## config.mk

```make
export PLATFORM = sky130hd
export DESIGN_NAME = mtrr_msr_register_file_core
export DESIGN_NICKNAME = d
export VERILOG_FILES = /design/src/mtrr_pkg.sv /design/src/mtrr_decode.sv /design/src/mtrr_store.sv /design/src/mtrr_msr_register_file_core.sv
export SDC_FILE = /design/constraint.sdc
export NUM_CORES = 2
export LEC_CHECK = 0
export ABC_AREA = 1
export ABC_CLOCK_PERIOD_IN_PS = 3990
export BUFFER_PORTS_ARGS = -buffer_cell sky130_fd_sc_hd__buf_2
export CAP_MARGIN = 5
export CORE_AREA = 3 3 381 383
export DETAILED_ROUTE_END_ITERATION = 10
export DIE_AREA = 0 0 384 386
export MAX_ROUTING_LAYER = met4
export PLACE_DENSITY_LB_ADDON = 0.15
export SYNTH_ARGS = -nofsm -noshare
export SYNTH_HDL_FRONTEND = slang
export SYNTH_SLANG_ARGS = --single-unit
```

## constraint.sdc

```tcl
create_clock -name clk_i -period 3.99 [get_ports clk_i]
set_input_delay 0.5985 -clock clk_i [delete_from_list [all_inputs] [get_ports clk_i]]
set_output_delay 0.5985 -clock clk_i [all_outputs]
set_load 0.01 [all_outputs]
```

## src/mtrr_pkg.sv

```systemverilog
// Shared types and constants for the MTRR MSR register file.
`default_nettype none

package mtrr_pkg;

  // Architectural MSR numbers.
  localparam logic [31:0] MSR_CAP     = 32'h0000_00FE;
  localparam logic [31:0] MSR_DEFTYPE = 32'h0000_02FF;
  localparam logic [31:0] MSR_FIX64K  = 32'h0000_0250;
  localparam logic [31:0] MSR_FIX16K  = 32'h0000_0258;
  localparam logic [31:0] MSR_FIX4K   = 32'h0000_0268;
  localparam logic [31:0] MSR_VARBASE = 32'h0000_0200;

  // Value masks.
  localparam logic [63:0] DEF_MASK   = 64'h0000_0000_0000_0CFF;
  localparam logic [63:0] TYPE_FIELD = 64'h0000_0000_0000_00FF;
  localparam logic [63:0] MASK_VALID = 64'h0000_0000_0000_0800;
  localparam logic [63:0] PAGE_BITS  = 64'h0000_0000_0000_0FFF;
  localparam logic [63:0] CAP_BITS   = 64'h0000_0000_0000_0500;

  // Architectural memory type codes.
  localparam logic [7:0] MT_UC = 8'd0;
  localparam logic [7:0] MT_WC = 8'd1;
  localparam logic [7:0] MT_WT = 8'd4;
  localparam logic [7:0] MT_WP = 8'd5;
  localparam logic [7:0] MT_WB = 8'd6;

  // Allowed range of the guest physical address width.
  localparam logic [6:0] MIN_PHYS_WIDTH = 7'd36;
  localparam logic [6:0] MAX_PHYS_WIDTH = 7'd52;
  localparam logic [6:0] PHYS_WIDTH_RST = 7'd36;

  // Access kinds.
  localparam logic FUNC_READ  = 1'b0;
  localparam logic FUNC_WRITE = 1'b1;

  // Result status codes.
  localparam logic STATUS_OK  = 1'b0;
  localparam logic STATUS_ERR = 1'b1;

  // Decoded access, passed from the decoder to the store and the result stage.
  typedef struct packed {
    logic       is_cap;
    logic       is_def;
    logic       is_fix4k;
    logic       is_fix16k;
    logic       is_fix64k;
    logic       is_var;
    logic       is_mask;
    logic [2:0] fix4k_idx;
    logic       fix16k_idx;
    logic       ok;
  } mtrr_dec_t;

endpackage

`default_nettype wire

```

## src/mtrr_decode.sv

```systemverilog
// MSR number decode and write legality check for the MTRR register file.
`default_nettype none

module mtrr_decode
  import mtrr_pkg::*;
#(
  parameter int unsigned VAR_RANGES = 8,
  parameter int unsigned VR_IDX_W   = 3
) (
  input  wire logic                func_i,
  input  wire logic [31:0]         msr_index_i,
  input  wire logic [63:0]         write_data_i,
  input  wire logic [6:0]          phys_width_i,
  output mtrr_dec_t                dec_o,
  output logic      [VR_IDX_W-1:0] var_idx_o
);

  localparam logic [31:0] VAR_SPAN = 32'(2 * VAR_RANGES);

  function automatic logic type_ok(input logic [7:0] t);
    type_ok = (t == MT_UC) || (t == MT_WC) || (t == MT_WT) || (t == MT_WP) || (t == MT_WB);
  endfunction

  logic [31:0] var_off;
  logic [63:0] addr_field;
  logic        fixed_ok;
  logic        width_ok;
  logic        legal;
  logic        known;

  always_comb begin
    fixed_ok = 1'b1;
    for (int b = 0; b < 8; b++) begin
      fixed_ok = fixed_ok & type_ok(write_data_i[8*b +: 8]);
    end
  end

  assign var_off    = msr_index_i - MSR_VARBASE;
  assign addr_field = ((64'd1 << phys_width_i) - 64'd1) & ~PAGE_BITS;
  assign width_ok   = (phys_width_i >= MIN_PHYS_WIDTH) && (phys_width_i <= MAX_PHYS_WIDTH);

  always_comb begin
    dec_o            = '0;
    dec_o.is_cap     = (msr_index_i == MSR_CAP);
    dec_o.is_def     = (msr_index_i == MSR_DEFTYPE);
    dec_o.is_fix4k   = (msr_index_i[31:3] == MSR_FIX4K[31:3]);
    dec_o.is_fix16k  = (msr_index_i[31:1] == MSR_FIX16K[31:1]);
    dec_o.is_fix64k  = (msr_index_i == MSR_FIX64K);
    dec_o.is_var     = (msr_index_i >= MSR_VARBASE) && (var_off < VAR_SPAN);
    dec_o.is_mask    = var_off[0];
    dec_o.fix4k_idx  = msr_index_i[2:0];
    dec_o.fix16k_idx = msr_index_i[0];

    known = dec_o.is_def | dec_o.is_fix4k | dec_o.is_fix16k | dec_o.is_fix64k | dec_o.is_var;

    if (dec_o.is_def) begin
      legal = ((write_data_i & ~DEF_MASK) == 64'd0) && type_ok(write_data_i[7:0]);
    end else if (dec_o.is_var && !dec_o.is_mask) begin
      legal = ((write_data_i & ~(addr_field | TYPE_FIELD)) == 64'd0)
              && type_ok(write_data_i[7:0]);
    end else if (dec_o.is_var) begin
      legal = ((write_data_i & ~(addr_field | MASK_VALID)) == 64'd0);
    end else begin
      legal = fixed_ok;
    end

    if (func_i == FUNC_WRITE) begin
      dec_o.ok = width_ok & known & legal;
    end else begin
      dec_o.ok = known | dec_o.is_cap;
    end
  end

  assign var_idx_o = var_off[VR_IDX_W:1];

endmodule

`default_nettype wire

```

## src/mtrr_store.sv

```systemverilog
// MTRR register storage with its write port and read select.
`default_nettype none

module mtrr_store
  import mtrr_pkg::*;
#(
  parameter int unsigned VAR_RANGES = 8,
  parameter int unsigned VR_IDX_W   = 3
) (
  input  wire logic                clk_i,
  input  wire logic                rst_ni,
  input  wire logic                we_i,
  input  wire mtrr_dec_t           dec_i,
  input  wire logic [VR_IDX_W-1:0] var_idx_i,
  input  wire logic [63:0]         write_data_i,
  output logic      [63:0]         read_data_o
);

  logic [11:0] def_q;
  logic [63:0] fix64k_q;
  logic [63:0] fix16k_q [2];
  logic [63:0] fix4k_q  [8];
  logic [63:0] base_q   [VAR_RANGES];
  logic [63:0] mask_q   [VAR_RANGES];

  always_ff @(posedge clk_i or negedge rst_ni) begin
    if (!rst_ni) begin
      def_q    <= '0;
      fix64k_q <= '0;
      for (int i = 0; i < 2; i++) fix16k_q[i] <= '0;
      for (int i = 0; i < 8; i++) fix4k_q[i] <= '0;
      for (int i = 0; i < VAR_RANGES; i++) begin
        base_q[i] <= '0;
        mask_q[i] <= '0;
      end
    end else if (we_i) begin
      if (dec_i.is_def) begin
        def_q <= write_data_i[11:0];
      end
      if (dec_i.is_fix64k) begin
        fix64k_q <= write_data_i;
      end
      if (dec_i.is_fix16k) begin
        fix16k_q[dec_i.fix16k_idx] <= write_data_i;
      end
      if (dec_i.is_fix4k) begin
        fix4k_q[dec_i.fix4k_idx] <= write_data_i;
      end
      if (dec_i.is_var && !dec_i.is_mask) begin
        base_q[var_idx_i] <= write_data_i;
      end
      if (dec_i.is_var && dec_i.is_mask) begin
        mask_q[var_idx_i] <= write_data_i;
      end
    end
  end

  always_comb begin
    if (dec_i.is_cap) begin
      read_data_o = CAP_BITS | 64'(VAR_RANGES);
    end else if (dec_i.is_def) begin
      read_data_o = {52'd0, def_q};
    end else if (dec_i.is_fix4k) begin
      read_data_o = fix4k_q[dec_i.fix4k_idx];
    end else if (dec_i.is_fix16k) begin
      read_data_o = fix16k_q[dec_i.fix16k_idx];
    end else if (dec_i.is_fix64k) begin
      read_data_o = fix64k_q;
    end else if (dec_i.is_var && dec_i.is_mask) begin
      read_data_o = mask_q[var_idx_i];
    end else if (dec_i.is_var) begin
      read_data_o = base_q[var_idx_i];
    end else begin
      read_data_o = 64'd0;
    end
  end

endmodule

`default_nettype wire

```

## src/mtrr_msr_register_file_core.sv

```systemverilog
// Top level of the MTRR MSR register file: handshakes, stage registers, assertions.
`default_nettype none

// The block holds the x86 memory-type-range MSR set of one virtual processor
// and serves one MSR access per item. An input item carries the access kind in
// tuser (0 read, 1 write) and the MSR number and write value in tdata; each
// item yields exactly one result item with the read value in tdata and the
// status in tuser (0 accepted, 1 rejected). Reads of unknown MSRs, writes of
// read-only or unknown MSRs and writes of illegal values are rejected, and
// every write is rejected while the width lies outside 36 to 52 bits; a
// rejected or write access returns zero read data. The block takes one item
// per clock cycle while its results are drained; an item is captured in an
// input register, decoded and checked against the register store in one
// pass of logic, and the result is held in an output register. Writes update
// the store as the item moves into the output register, so a read that
// follows a write sees the new value. The guest physical address width is
// set through the configuration channel, which is always ready and must
// only be written while no item is in flight. The valid flags and the
// register store are cleared at reset and the width resets to 36.
module mtrr_msr_register_file_core
  import mtrr_pkg::*;
#(
  parameter int unsigned VAR_RANGES = 8
) (
  input  wire logic        clk_i,
  input  wire logic        rst_ni,
  // Input items.
  input  wire logic        s_axis_tvalid,
  output logic             s_axis_tready,
  input  wire logic [95:0] s_axis_tdata,  // [31:0] msr_index, [95:32] write_data
  input  wire logic [0:0]  s_axis_tuser,  // [0] func
  // Result items.
  output logic             m_axis_tvalid,
  input  wire logic        m_axis_tready,
  output logic      [63:0] m_axis_tdata,  // [63:0] read_data
  output logic      [0:0]  m_axis_tuser,  // [0] status
  // Configuration write channel: physical address width.
  input  wire logic        cfg_valid_i,
  output logic             cfg_ready_o,
  input  wire logic [6:0]  cfg_data_i
);

  localparam int unsigned VR_IDX_W = (VAR_RANGES > 1) ? $clog2(VAR_RANGES) : 1;

  // Configuration register.
  logic [6:0] phys_width_q;

  assign cfg_ready_o = 1'b1;

  always_ff @(posedge clk_i or negedge rst_ni) begin
    if (!rst_ni) begin
      phys_width_q <= PHYS_WIDTH_RST;
    end else if (cfg_valid_i && cfg_ready_o) begin
      phys_width_q <= cfg_data_i;
    end
  end

  // Input register.
  logic        in_valid_q;
  logic        in_func_q;
  logic [31:0] in_msr_q;
  logic [63:0] in_wdata_q;

  // Output register.
  logic        out_valid_q;
  logic [63:0] out_rdata_q;
  logic        out_status_q;

  // The input stage moves forward whenever the output register is free or
  // being drained this cycle.
  logic advance;
  assign advance       = !out_valid_q || m_axis_tready;
  assign s_axis_tready = !in_valid_q || advance;

  always_ff @(posedge clk_i or negedge rst_ni) begin
    if (!rst_ni) begin
      in_valid_q <= 1'b0;
    end else if (s_axis_tready) begin
      in_valid_q <= s_axis_tvalid;
    end
  end

  always_ff @(posedge clk_i) begin
    if (s_axis_tvalid && s_axis_tready) begin
      in_func_q  <= s_axis_tuser[0];
      in_msr_q   <= s_axis_tdata[31:0];
      in_wdata_q <= s_axis_tdata[95:32];
    end
  end

  // Decode and check the captured access.
  mtrr_dec_t             dec;
  logic [VR_IDX_W-1:0]   var_idx;
  logic [63:0]           store_rdata;
  logic                  store_we;

  mtrr_decode #(
    .VAR_RANGES (VAR_RANGES),
    .VR_IDX_W   (VR_IDX_W)
  ) u_decode (
    .func_i       (in_func_q),
    .msr_index_i  (in_msr_q),
    .write_data_i (in_wdata_q),
    .phys_width_i (phys_width_q),
    .dec_o        (dec),
    .var_idx_o    (var_idx)
  );

  // A legal write commits at the same edge that moves its result forward.
  assign store_we = in_valid_q && advance && (in_func_q == FUNC_WRITE) && dec.ok;

  mtrr_store #(
    .VAR_RANGES (VAR_RANGES),
    .VR_IDX_W   (VR_IDX_W)
  ) u_store (
    .clk_i        (clk_i),
    .rst_ni       (rst_ni),
    .we_i         (store_we),
    .dec_i        (dec),
    .var_idx_i    (var_idx),
    .write_data_i (in_wdata_q),
    .read_data_o  (store_rdata)
  );

  always_ff @(posedge clk_i or negedge rst_ni) begin
    if (!rst_ni) begin
      out_valid_q <= 1'b0;
    end else if (advance) begin
      out_valid_q <= in_valid_q;
    end
  end

  always_ff @(posedge clk_i) begin
    if (advance && in_valid_q) begin
      out_status_q <= dec.ok ? STATUS_OK : STATUS_ERR;
      out_rdata_q  <= ((in_func_q == FUNC_READ) && dec.ok) ? store_rdata : 64'd0;
    end
  end

  assign m_axis_tvalid   = out_valid_q;
  assign m_axis_tdata    = out_rdata_q;
  assign m_axis_tuser[0] = out_status_q;

`ifndef ASSERT_OFF
  // A rejected access never returns data.
  a_reject_zero: assert property (@(posedge clk_i) disable iff (!rst_ni)
    out_valid_q && (out_status_q == STATUS_ERR) |-> (out_rdata_q == 64'd0))
    else $error("rejected result carries nonzero read data");

  // With the output register empty the block must take a new item.
  a_ready_free: assert property (@(posedge clk_i) disable iff (!rst_ni)
    !out_valid_q |-> s_axis_tready)
    else $error("input stalled while output register is empty");

  // A captured item that cannot move forward stays in the input register.
  a_hold_item: assert property (@(posedge clk_i) disable iff (!rst_ni)
    in_valid_q && !advance |=> in_valid_q && $stable(in_msr_q))
    else $error("stalled item lost from the input register");

  // Only a decoded, legal write may change the store.
  a_write_ok: assert property (@(posedge clk_i) disable iff (!rst_ni)
    store_we |-> (dec.is_def || dec.is_fix4k || dec.is_fix16k || dec.is_fix64k
                  || dec.is_var))
    else $error("store written for an MSR that is not writable");
`endif

endmodule

`default_nettype wire

```

==> results.tsv <==
metric	value	unit
run status	complete, no violations	
WHS	0.0294	ns
Die X	384	µm
Max Freq	257	MHz
max_slew headroom	0.217	
Synth Warn #	0	
worst hold path depth	3	
Core Region	0.142	mm²
register bit total from synthesis	1911	
HP Class	in -> reg	
Max H-tree Level	4	
vias	77800	
nets	10600	
syn nets	10500	
Post-Synth Adder-Cell Area	0.000280	
cell leakage power	49.4	nW
Crit Reg-Reg Startpoint	in_msr_q[2]	
count of flip-flops with a built-in enable after synthesis	162	
number of vias per cell	6.19	
Synth Area in Simple Gates	0.162	
largest family of logic cells by synthesized area	compound AO/OA/AOI/OAI gates	
global-route usage over all layers	0.417	
hold worst-path end	phys_width_q[3]	
Area contributors post-synth	dfrtp_1 49%, o21bai_1 7.7%, inv_1 7.6%, nand2_1 5.8%, nand3_1 5.5%	
WL per Instance	24.3	µm
CTS Buf Count	189	
initial antenna violation count	14	
syn avg cell area	8.59	µm²
Arr. time, crit path	4.57	ns
DRC viols	0	
XOR/XNOR Fraction of Synth Area	0.000294	
Final Hold Fails	0	
sequential area share after synthesis	0.544	
Mapped Cells	10400	
count of final max-slew check failures	0	
Initial Util	0.631	
R2R Path End	m_axis_tdata[58]	
Reg clk slew, reported paths	0.06	ns
synth unique cells	50	
clock root cell	clkbuf_16	
critical path class	reg -> reg	
row count	138	
TritonCTS clock tree	done	
post-layout minimum cycle time	3.89	ns
worst reg2reg setup slack	0.10	ns
Post-synth ARST share	0.915	
total gr overflow	0	
Final Wtd Congestion	0.955	
DR iter-0 viols	10600	
CP Max Fanout	46	
maximum vdd ir drop	0.404	mV
share of layout cells above drive strength 1	0.100	
final setup violation count	0	
MaxCap Viol Count	0	
Sink Count	1911	
Vert. Die Dim	386	µm
port buffer count	175	
crit start category	register	
Longest Clk Path Bufs	3	
Synth Cell Area	0.0894	mm²
compound-cell area share of the yosys netlist	0.179	
reg2reg path depth	12	
vias in the first global route	75900	
Synth area leader	dfrtp_1	
Power, Total	41.9	mW
commonest cells in the netlist	1800 x inv_1, 1747 x dfrtp_1, 1393 x nand2_1, 983 x nand3_1, 980 x nor2_1	
slew at the pin with the worst max-slew slack	1.17	ns
TritonRoute pass-1 iters	6	
Routed WL	305	mm
setup_tns	0	ns
I/O pin count	177	
most numerous cell in the Yosys netlist	inv_1	
post-synth top area share	0.489	
pwr/cell area	407	mW/mm²
clk_skew	0.0362	ns
largest net degree at the start of global routing	144	
die area	0.148	mm²
Critical Path Sink Type	register	
Req. time, crit path	4.68	ns
mux cell area share after synthesis	0	
Synth Flop Type	dfrtp_1	
worst skew pair latency	0.83	ns
HPWL Detailed	177	mm
final core occ	0.726	
global-route wire length before repair	459	mm
final period utilization	0.974	
HP Start	cfg_data_i[3]	
area delta synth->final	15.2	%
post-route ant nets	0	
==> layout make-up <==
type / instances / area (µm²)
timing repair buffer: 769 / 7660
clock inverter: 64 / 841
clock buffer: 292 / 5670
antenna: 14 / 35.0
multi-input combinational: 5814 / 30900
fill: 10300 / 38800
tap: 1890 / 2360
inverter: 1817 / 6860
sequential: 1911 / 48600
==> routing by layer <==
layer | up-vias | part of all wire | wire length [µm] | GRT usage
met5 | - | 0 | 0 | -
li1 | 33900 | - | - | -
met3 | 997 | 0.12 | 37400 | 0.109
met2 | 5096 | 0.45 | 137000 | 0.617
met4 | 0 | 0.062 | 18900 | 0.222
met1 | 37800 | 0.37 | 112000 | 0.529
==> cells in the final DEF (no fill, tap or decap), types with 103 or more instances in the layout <==
master / n
a21oi_1: 174
buf_12: 131
buf_2: 174
buf_4: 335
clkbuf_16: 203
dfrtp_1: 1746
dlygate4sd3_1: 103
edfxtp_1: 162
inv_1: 1785
nand2_1: 1385
nand3_1: 977
nor2_1: 935
o21ai_0: 372
o21bai_1: 913
o22ai_1: 472
==> per-stage QoR <==
stage / cells / area, µm² / setup WS, ns
after floorplan: 10400 / 89400 / 0.786
after global placement: 12100 / 94800 / -0.625
after detailed placement: 12100 / 94800 / -0.665
after CTS: 12500 / 102000 / 0.0201
after global routing: 12600 / 103000 / -0.00369
final: 12600 / 103000 / 0.105
==> logic make-up (layout without fill, tap and decap cells) <==
group / count (synthesis) / after routing
other: 1 / 15
and+or+nand+nor: 3455 / 3455
buffers and inverters: 2678 / 2942
xor gates and xnor gates: 3 / 3
adders and majority gates: 2 / 2
AOI/OAI and AO/OA: 2353 / 2353
DFF: 1911 / 1911
==> where the power goes <==
part | leakage [nW] | internal [mW] | switching [mW]
Clock | 3.20 | 10.7 | 7.91
Sequential | 17.3 | 19.8 | 0.148
Combinational | 28.9 | 0.817 | 2.57
==> sequential cells by signal, indices dropped and copies added, names as in the netlist <==
signal,flops
u_store.base_q,512
u_store.fix4k_q,512
u_store.mask_q,512
in_wdata_q,64
u_store.def_q,12
u_store.fix64k_q,64
in_valid_q,1
m_axis_tdata,64
m_axis_tuser,1
in_func_q,1
m_axis_tvalid,1
in_msr_q,32
u_store.fix16k_q,128
phys_width_q,7
==> worst max-delay path: stages (launching register included) <==
cell	delay [ns]
edfxtp_1	0.50
nor2_4	0.24
inv_8	0.14
nor2_4	0.19
inv_4	0.07
nor4_1	0.45
nand2_4	0.11
inv_2	0.10
buf_4	0.63
a21oi_1	0.38
o311ai_2	0.29
o21ai_0	0.34
a21oi_1	0.19
==> how the worst max path moves through the flow <==
stage / start / to
2_1_floorplan: m_axis_tready / in_func_q
3_3_place_gp: in_msr_q[17] / m_axis_tdata[58]
3_5_place_dp: in_msr_q[17] / m_axis_tdata[58]
4_1_cts: in_msr_q[9] / m_axis_tdata[3]
5_1_grt: phys_width_q[5] / u_store.base_q[426]
6_report: in_msr_q[2] / m_axis_tdata[58]
==> timing repair <==
item                                    CTS  global route
hold endpoints to repair                160             0
pin swaps                                 3             6
setup buffers                             2             8
hold buffers                            103             0
gates cloned                              1            12
endpoints found under the setup margin   89          1730
resized for setup                        18            41
Note: power is estimated with default switching activity, not from simulation.
